### src/sv/psl_pkg.sv
// Shared types and codes for the priority sorted list unit.
// No dependencies; compile first.
package psl_pkg;

  // Default sizing
  localparam int DEPTH_DEF     = 16;
  localparam int PRIO_BITS_DEF = 8;
  localparam int ID_BITS_DEF   = 8;

  // Fixed field widths on the channels
  localparam int REQ_W  = 2;
  localparam int PRIO_W = 8;
  localparam int ID_W   = 8;
  localparam int POS_W  = 4;
  localparam int ST_W   = 2;
  localparam int IDX_W  = 4;
  localparam int CNT_W  = 5;

  // Request kinds
  localparam logic [REQ_W-1:0] REQ_INS     = 2'd0;
  localparam logic [REQ_W-1:0] REQ_DEL_ID  = 2'd1;
  localparam logic [REQ_W-1:0] REQ_DEL_POS = 2'd2;
  localparam logic [REQ_W-1:0] REQ_READ    = 2'd3;

  // Result status
  localparam logic [ST_W-1:0] ST_OK   = 2'd0;
  localparam logic [ST_W-1:0] ST_FULL = 2'd1;
  localparam logic [ST_W-1:0] ST_ID   = 2'd2;
  localparam logic [ST_W-1:0] ST_POS  = 2'd3;

  typedef struct packed {
    logic [REQ_W-1:0]  req_type;
    logic [PRIO_W-1:0] priority_req;
    logic [ID_W-1:0]   elem_id;
    logic [POS_W-1:0]  position;
  } req_t;

  typedef struct packed {
    logic [ST_W-1:0]   status;
    logic [IDX_W-1:0]  index_out;
    logic [ID_W-1:0]   id_out;
    logic [PRIO_W-1:0] priority_out;
    logic [CNT_W-1:0]  count;
  } rsp_t;

endpackage

### src/sv/psl_stream_if.sv
// Valid/ready stream channel carrying one payload per transaction.
// Depends on psl_pkg for the default payload type.
interface psl_stream_if
  import psl_pkg::*;
#(
  parameter type payload_t = req_t
);
  logic     valid;
  logic     ready;
  payload_t data;

  modport source (output valid, output data, input ready);
  modport sink   (input valid, input data, output ready);
endinterface

### src/sv/psl_ram.sv
// Entry store: one write port, one read port with registered read data.
// Depends on nothing beyond its parameters.
module psl_ram #(
  parameter int DEPTH = 16,
  parameter int WIDTH = 16
) (
  input  logic                     clk,
  input  logic                     we,
  input  logic [$clog2(DEPTH)-1:0] waddr,
  input  logic [WIDTH-1:0]         wdata,
  input  logic [$clog2(DEPTH)-1:0] raddr,
  output logic [WIDTH-1:0]         rdata
);
  logic [WIDTH-1:0] mem [DEPTH];

  always_ff @(posedge clk) begin
    if (we) begin
      mem[waddr] <= wdata;
    end
  end

  always_ff @(posedge clk) begin
    rdata <= mem[raddr];
  end
endmodule

### src/sv/psl_ctrl.sv
// Sequencer for the sorted list: scans, shifts and updates the entry store
// through one shared compare path. Depends on psl_pkg and drives psl_ram.
module psl_ctrl
  import psl_pkg::*;
#(
  parameter int DEPTH     = DEPTH_DEF,
  parameter int PRIO_BITS = PRIO_BITS_DEF,
  parameter int ID_BITS   = ID_BITS_DEF,
  localparam int AW = $clog2(DEPTH),
  localparam int CW = $clog2(DEPTH + 1),
  localparam int MW = ID_BITS + PRIO_BITS
) (
  input  logic          clk,
  input  logic          rst,
  input  logic          start,
  input  req_t          req,
  output logic          idle,
  output logic          res_valid,
  input  logic          res_ready,
  output rsp_t          res_out,
  output logic          mem_we,
  output logic [AW-1:0] mem_waddr,
  output logic [MW-1:0] mem_wdata,
  output logic [AW-1:0] mem_raddr,
  input  logic [MW-1:0] mem_rdata
);
  localparam logic [2:0] S_IDLE = 3'd0;
  localparam logic [2:0] S_SCAN = 3'd1;  // walk entries, compare id / priority
  localparam logic [2:0] S_SHUP = 3'd2;  // open a gap for insert
  localparam logic [2:0] S_CAP  = 3'd3;  // capture entry read by position
  localparam logic [2:0] S_SHDN = 3'd4;  // close a gap after delete
  localparam logic [2:0] S_DONE = 3'd5;

  logic [2:0]           state;
  logic [REQ_W-1:0]     op;
  logic [PRIO_BITS-1:0] rq_prio;
  logic [ID_BITS-1:0]   rq_id;
  logic [CW-1:0]        cnt;
  logic [CW-1:0]        ptr;
  logic                 pend;
  logic [AW-1:0]        pidx;
  logic                 dup;
  logic                 hit;
  logic [AW-1:0]        hidx;
  logic                 wvld;
  logic [AW-1:0]        wa;
  rsp_t                 res;

  logic [ID_BITS-1:0]   rd_id;
  logic [PRIO_BITS-1:0] rd_prio;
  logic                 id_eq;
  logic                 prio_gt;

  assign rd_id   = mem_rdata[PRIO_BITS +: ID_BITS];
  assign rd_prio = mem_rdata[PRIO_BITS-1:0];
  assign id_eq   = (rd_id == rq_id);
  assign prio_gt = (rd_prio > rq_prio);

  assign idle      = (state == S_IDLE);
  assign res_valid = (state == S_DONE);

  always_comb begin
    res_out       = res;
    res_out.count = CNT_W'(cnt);
  end

  always_comb begin
    mem_we    = 1'b0;
    mem_waddr = wa;
    mem_wdata = mem_rdata;
    mem_raddr = AW'(ptr);
    unique case (state)
      S_IDLE: begin
        mem_raddr = AW'(req.position);
      end
      S_SHUP: begin
        mem_we    = wvld;
        mem_raddr = AW'(ptr - 1'b1);
        if (ptr <= CW'(hidx) && !wvld) begin
          mem_we    = 1'b1;
          mem_waddr = hidx;
          mem_wdata = {rq_id, rq_prio};
        end
      end
      S_SHDN: begin
        mem_we = wvld;
      end
      default: begin
      end
    endcase
  end

  always_ff @(posedge clk) begin
    if (rst) begin
      state <= S_IDLE;
      cnt   <= '0;
      pend  <= 1'b0;
      wvld  <= 1'b0;
    end else begin
      unique case (state)
        S_IDLE: begin
          if (start) begin
            op      <= req.req_type;
            rq_prio <= PRIO_BITS'(req.priority_req);
            rq_id   <= ID_BITS'(req.elem_id);
            pend    <= 1'b0;
            dup     <= 1'b0;
            hit     <= 1'b0;
            wvld    <= 1'b0;
            ptr     <= '0;
            if (req.req_type == REQ_INS || req.req_type == REQ_DEL_ID) begin
              state <= S_SCAN;
            end else if (32'(req.position) >= 32'(cnt) || 32'(req.position) >= DEPTH) begin
              res   <= '{status: ST_POS, default: '0};
              state <= S_DONE;
            end else begin
              hidx  <= AW'(req.position);
              state <= S_CAP;
            end
          end
        end

        S_SCAN: begin
          if (ptr < cnt) begin
            ptr  <= ptr + 1'b1;
            pidx <= AW'(ptr);
            pend <= 1'b1;
          end else begin
            pend <= 1'b0;
          end
          if (pend) begin
            if (op == REQ_INS) begin
              if (id_eq) begin
                dup <= 1'b1;
              end
              // first entry with a larger value is where the new one goes
              if (!hit && prio_gt) begin
                hit  <= 1'b1;
                hidx <= pidx;
              end
            end else if (id_eq && !hit) begin
              hit              <= 1'b1;
              hidx             <= pidx;
              res.id_out       <= ID_W'(rd_id);
              res.priority_out <= PRIO_W'(rd_prio);
            end
          end
          if (ptr >= cnt && !pend) begin
            if (op == REQ_INS) begin
              if (dup) begin
                res   <= '{status: ST_ID, default: '0};
                state <= S_DONE;
              end else if (cnt == CW'(DEPTH)) begin
                res   <= '{status: ST_FULL, default: '0};
                state <= S_DONE;
              end else begin
                if (!hit) begin
                  hidx <= AW'(cnt);
                end
                wvld  <= 1'b0;
                state <= S_SHUP;
              end
            end else if (!hit) begin
              res   <= '{status: ST_ID, default: '0};
              state <= S_DONE;
            end else begin
              ptr   <= CW'(hidx) + 1'b1;
              wvld  <= 1'b0;
              state <= S_SHDN;
            end
          end
        end

        S_SHUP: begin
          if (ptr > CW'(hidx)) begin
            wa   <= AW'(ptr);
            wvld <= 1'b1;
            ptr  <= ptr - 1'b1;
          end else begin
            wvld <= 1'b0;
            if (!wvld) begin
              // new entry written this cycle
              cnt              <= cnt + 1'b1;
              res.status       <= ST_OK;
              res.index_out    <= IDX_W'(hidx);
              res.id_out       <= ID_W'(rq_id);
              res.priority_out <= PRIO_W'(rq_prio);
              state            <= S_DONE;
            end
          end
        end

        S_CAP: begin
          res.status       <= ST_OK;
          res.index_out    <= IDX_W'(hidx);
          res.id_out       <= ID_W'(rd_id);
          res.priority_out <= PRIO_W'(rd_prio);
          if (op == REQ_READ) begin
            state <= S_DONE;
          end else begin
            ptr   <= CW'(hidx) + 1'b1;
            wvld  <= 1'b0;
            state <= S_SHDN;
          end
        end

        S_SHDN: begin
          if (ptr < cnt) begin
            wa   <= AW'(ptr - 1'b1);
            wvld <= 1'b1;
            ptr  <= ptr + 1'b1;
          end else begin
            wvld <= 1'b0;
            if (!wvld) begin
              cnt           <= cnt - 1'b1;
              res.status    <= ST_OK;
              res.index_out <= IDX_W'(hidx);
              state         <= S_DONE;
            end
          end
        end

        S_DONE: begin
          if (res_ready) begin
            state <= S_IDLE;
          end
        end

        default: begin
          state <= S_IDLE;
        end
      endcase
    end
  end
endmodule

### src/sv/priority_sorted_list_unit.sv
// Top level of the priority sorted list: request/response channels,
// output register, entry store and sequencer. Depends on psl_pkg,
// psl_stream_if, psl_ram and psl_ctrl.
//
//   channel | dir | payload | transaction when
//   --------+-----+---------+------------------------
//   req     | in  | req_t   | req.valid && req.ready
//   rsp     | out | rsp_t   | rsp.valid && rsp.ready
//
// Insert scans the stored entries, shifts the entries above the insert
// point up, writes the new entry and loads the result; delete by id
// scans, then shifts the entries above the hit down; delete by position
// captures the entry and shifts down; read captures the entry. The
// single-port-pair entry store allows one read and one write per cycle.
// Reset empties the list at once. req is taken only while the sequencer
// is idle; a result waiting in the output register holds the next one in its final state.
module priority_sorted_list_unit
  import psl_pkg::*;
#(
  parameter int DEPTH     = DEPTH_DEF,
  parameter int PRIO_BITS = PRIO_BITS_DEF,
  parameter int ID_BITS   = ID_BITS_DEF
) (
  input  logic         clk,
  input  logic         rst,
  psl_stream_if.sink   req,
  psl_stream_if.source rsp
);
  localparam int AW = $clog2(DEPTH);
  localparam int MW = ID_BITS + PRIO_BITS;

  logic          idle;
  logic          res_valid;
  logic          res_ready;
  rsp_t          res;
  logic          ovld;
  rsp_t          odata;
  logic          mem_we;
  logic [AW-1:0] mem_waddr;
  logic [MW-1:0] mem_wdata;
  logic [AW-1:0] mem_raddr;
  logic [MW-1:0] mem_rdata;

  assign req.ready = idle;
  assign res_ready = !ovld || rsp.ready;
  assign rsp.valid = ovld;
  assign rsp.data  = odata;

  psl_ctrl #(
    .DEPTH     (DEPTH),
    .PRIO_BITS (PRIO_BITS),
    .ID_BITS   (ID_BITS)
  ) u_ctrl (
    .clk       (clk),
    .rst       (rst),
    .start     (req.valid && idle),
    .req       (req.data),
    .idle      (idle),
    .res_valid (res_valid),
    .res_ready (res_ready),
    .res_out   (res),
    .mem_we    (mem_we),
    .mem_waddr (mem_waddr),
    .mem_wdata (mem_wdata),
    .mem_raddr (mem_raddr),
    .mem_rdata (mem_rdata)
  );

  psl_ram #(
    .DEPTH (DEPTH),
    .WIDTH (MW)
  ) u_ram (
    .clk   (clk),
    .we    (mem_we),
    .waddr (mem_waddr),
    .wdata (mem_wdata),
    .raddr (mem_raddr),
    .rdata (mem_rdata)
  );

  always_ff @(posedge clk) begin
    if (rst) begin
      ovld <= 1'b0;
    end else if (res_valid && res_ready) begin
      ovld <= 1'b1;
    end else if (rsp.ready) begin
      ovld <= 1'b0;
    end
  end

  always_ff @(posedge clk) begin
    if (res_valid && res_ready) begin
      odata <= res;
    end
  end
endmodule
### src/flat_wrapper.sv
// flat-port wrapper written by rule: the top's interface ports become plain ports
module priority_sorted_list_unit_flat import psl_pkg::*;
#(
  parameter int DEPTH     = DEPTH_DEF,
  parameter int PRIO_BITS = PRIO_BITS_DEF,
  parameter int ID_BITS   = ID_BITS_DEF
)
  (clk, rst, req_valid, req_data, req_ready, rsp_valid, rsp_data, rsp_ready);
  psl_stream_if req_i ();
  psl_stream_if rsp_i ();
  input  logic clk;
  input  logic rst;
  input wire logic [$bits(req_i.valid)-1:0] req_valid;
  input wire logic [$bits(req_i.data)-1:0] req_data;
  output wire logic [$bits(req_i.ready)-1:0] req_ready;
  output wire logic [$bits(rsp_i.valid)-1:0] rsp_valid;
  output wire logic [$bits(rsp_i.data)-1:0] rsp_data;
  input wire logic [$bits(rsp_i.ready)-1:0] rsp_ready;
  assign req_i.valid = req_valid;
  assign req_i.data = req_data;
  assign req_ready = req_i.ready;
  assign rsp_valid = rsp_i.valid;
  assign rsp_data = rsp_i.data;
  assign rsp_i.ready = rsp_ready;
  priority_sorted_list_unit #(.DEPTH(DEPTH), .PRIO_BITS(PRIO_BITS), .ID_BITS(ID_BITS)) u_core (.clk(clk), .rst(rst), .req(req_i), .rsp(rsp_i));
endmodule
### config.mk
export PLATFORM = sky130hd
export DESIGN_NAME = priority_sorted_list_unit_flat
export DESIGN_NICKNAME = d
export VERILOG_FILES = /design/src/sv/psl_pkg.sv /design/src/sv/psl_stream_if.sv /design/src/sv/psl_ram.sv /design/src/sv/psl_ctrl.sv /design/src/sv/priority_sorted_list_unit.sv /design/src/flat_wrapper.sv
export SDC_FILE = /design/constraint.sdc
export NUM_CORES = 1
export LEC_CHECK = 0
export BUFFER_PORTS_ARGS = -buffer_cell sky130_fd_sc_hd__buf_2
export CAP_MARGIN = 0
export CORE_ASPECT_RATIO = 0.5
export CORE_MARGIN = 8
export CORE_UTILIZATION = 51
export CTS_CLUSTER_SIZE = 25
export DETAILED_ROUTE_END_ITERATION = 10
export GPL_ROUTABILITY_DRIVEN = 0
export PLACE_DENSITY = 0.7
export SYNTH_ARGS = -nofsm -noshare
export SYNTH_HDL_FRONTEND = slang
export SYNTH_HIERARCHICAL = 1
export SYNTH_SLANG_ARGS = --single-unit
### constraint.sdc
create_clock -name clk -period 4.7 [get_ports clk]
set_input_delay 0.94 -clock clk [delete_from_list [all_inputs] [get_ports clk]]
set_output_delay 0.94 -clock clk [all_outputs]
set_load 0.02 [all_outputs]
==> flow_summary.json <==
{
  "layout_min_cycle_time_ns": 3.867,
  "grt-ovfl-total": 0,
  "fin_worst_skew_ns": 0.01177,
  "vias": 8453,
  "grt_pass1_wl_mm": 50.63,
  "clock-sinks": 359,
  "clk_pin_slew_ns": 0.06,
  "track_usage_pct": 18.62,
  "placementRows": 44,
  "cp.arrival_ns": 4.08,
  "insertedDiodeCount": 0,
  "design_area_um2": 17000,
  "cts_root_buffer": "clkbuf_16",
  "finalWorstSetupSlack_ns": 0.8332,
  "antenna_found_initial": 0,
  "routed_wl_mm": 33.35,
  "wl_per_cell_um": 24.24,
  "rsz0062_at_grt": "false",
  "required_ns": 4.91,
  "dpl.hpwl_mm": 21.99,
  "postSynthCellCount": 891,
  "grtUsageMet2_pct": 28.84,
  "fmax_ghz": 0.2586,
  "slew-limit-headroom_pct": 17.03,
  "yosysWarnings": 6,
  "placed_cell_area_um2": 15890,
  "cap_violations": 0,
  "tritoncts": "yes",
  "final-hold-violation-count": 0,
  "drv_slew": 0,
  "coreArea_um2": 29070,
  "power.density_nw_per_um2": 661.8,
  "synth_area_um2": 15090,
  "avgSynthCellArea_um2": 16.93,
  "setup.worst_path.end_class": "flip-flop",
  "ff_latch_area_um2": 10510,
  "cts_setup_buffers": 0,
  "crit_fanout": 21,
  "grt_max_degree": 65,
  "final.period_utilization_pct": 82.27,
  "crit_start": "u_core/u_ctrl/ptr[2]$_DFFE_PP_",
  "tightest_slew_ns": 1.236,
  "ios": 50,
  "die_w_um": 259.2,
  "grt_util_met1_pct": 26.76,
  "ctsResizeCount": 0,
  "syn_nets": 945,
  "path_class": "flip-flop to flip-flop",
  "use_met3_pct": 3.913,
  "p_total_mw": 11.25,
  "multi_input_area_um2": 4309,
  "cts_hold_buffers": 0,
  "dr.pass1.iters": 5,
  "clk_path_buf_depth": 3,
  "max-vdd-ir-drop_uv": 413.5,
  "die_height_um": 137.6,
  "r2r-start": "u_core/u_ctrl/ptr[2]$_DFFE_PP_",
  "drtIter0Drc": 991,
  "grt_pass1_vias": 8395,
  "numPortBuffers": 49,
  "fin_nets": 1015,
  "cts_buffers": 34,
  "min_from": "u_core/u_ctrl/res_out[21]$_DFFE_PP_",
  "status": "complete, no violations",
  "area_growth_pct": 12.67,
  "fillers": 2136,
  "insertion_delay_ns": 0.53,
  "initial_utilization_pct": 51.90,
  "route.detailed.drc": 0,
  "grt_busiest_layer": "met2",
  "tns_ns": 0,
  "finalSetupViolCount": 0,
  "p_leak_nw": 5.773,
  "pre_cts_ws_ns": 0.9022,
  "dieArea_um2": 35670,
  "min_path_type": "flip-flop to flip-flop",
  "ant_nets": 0,
  "final_layout_size_suffix_gt1_share_pct": 22.64,
  "startpoint_type": "flip-flop",
  "routed_via_density": 6.143,
  "fin_util_pct": 58.48,
  "cts_max_level": 2
}
[where the power goes]
| part | internal [mW] | switching [mW] |
|---|---|---|
| clock | 1.57 | 1.17 |
| sequential | 4.19 | 0.263 |
| combinational | 1.57 | 2.48 |
[final cells by class]
type | instances | share of cell area, %
clock inverter | 18 | 1.089
clock buffer | 42 | 5.425
inverter | 33 | 0.7287
timing repair buffer | 74 | 2.694
multi-input combinational | 459 | 25.35
tap | 391 | 2.878
sequential | 359 | 61.83
[worst max-delay path: stages, from the launching register on]
cell	delay, ns
edfxtp_1	0.60
ha_1	0.40
o21a_1	0.17
o21ai_0	0.29
o21bai_2	0.20
nor3_2	0.14
buf_4	0.31
mux2_2	0.41
or3b_2	0.57
nor2_1	0.16
buf_4	0.28
[routing by layer]
layer / vias up / routed length, um
li1: 3724 / -
met3: 62 / 2789
met1: 4291 / 14880
met2: 376 / 14930
met4: 0 / 748
met5: - / 0
[final timing paths]
check | end | slack [ns] | cells past startpoint
worst max-delay path | u_core/u_ram/mem[3][4]$_DFFE_PP_ | 0.83 | 10
worst min-delay path | u_core/rsp.data[21]$_DFFE_PP_ | 0.42 | 0
worst max register to register | u_core/u_ram/mem[3][4]$_DFFE_PP_ | 0.83 | 10
worst min register to register | u_core/rsp.data[21]$_DFFE_PP_ | 0.42 | 0
[stage by stage]
stage / cells / hold slack, ns
2_1_floorplan: 891 / 0.4003
3_3_place_gp: 1316 / 0.4063
3_5_place_dp: 1316 / 0.4098
4_1_cts: 1376 / 0.4237
5_1_grt: 1376 / 0.4387
6_report: 1376 / 0.4217
[placed cells by master, fill, tap and decap left out, types with 19 or more instances in the layout]
cell type,n
a21oi_1,28
a22oi_1,34
buf_2,49
buf_4,23
clkbuf_16,35
dfxtp_1,27
edfxtp_1,332
ha_1,27
inv_1,31
mux2_2,19
mux4_2,54
nand2_1,43
nor2_1,43
o21ai_0,25
xnor2_1,19
[sequential cells by signal, summed over array words and instances (netlist names), 2 cells and up]
signal,cells
u_core/rsp.data,22
u_core/u_ctrl/cnt,5
u_core/u_ctrl/hidx,4
u_core/u_ctrl/op,2
u_core/u_ctrl/pidx,4
u_core/u_ctrl/ptr,5
u_core/u_ctrl/res_out,17
u_core/u_ctrl/rq_id,8
u_core/u_ctrl/rq_prio,8
u_core/u_ctrl/state,3
u_core/u_ctrl/wa,4
u_core/u_ram/mem,256
u_core/u_ram/rdata,16
(Power assumes the default switching activity.)
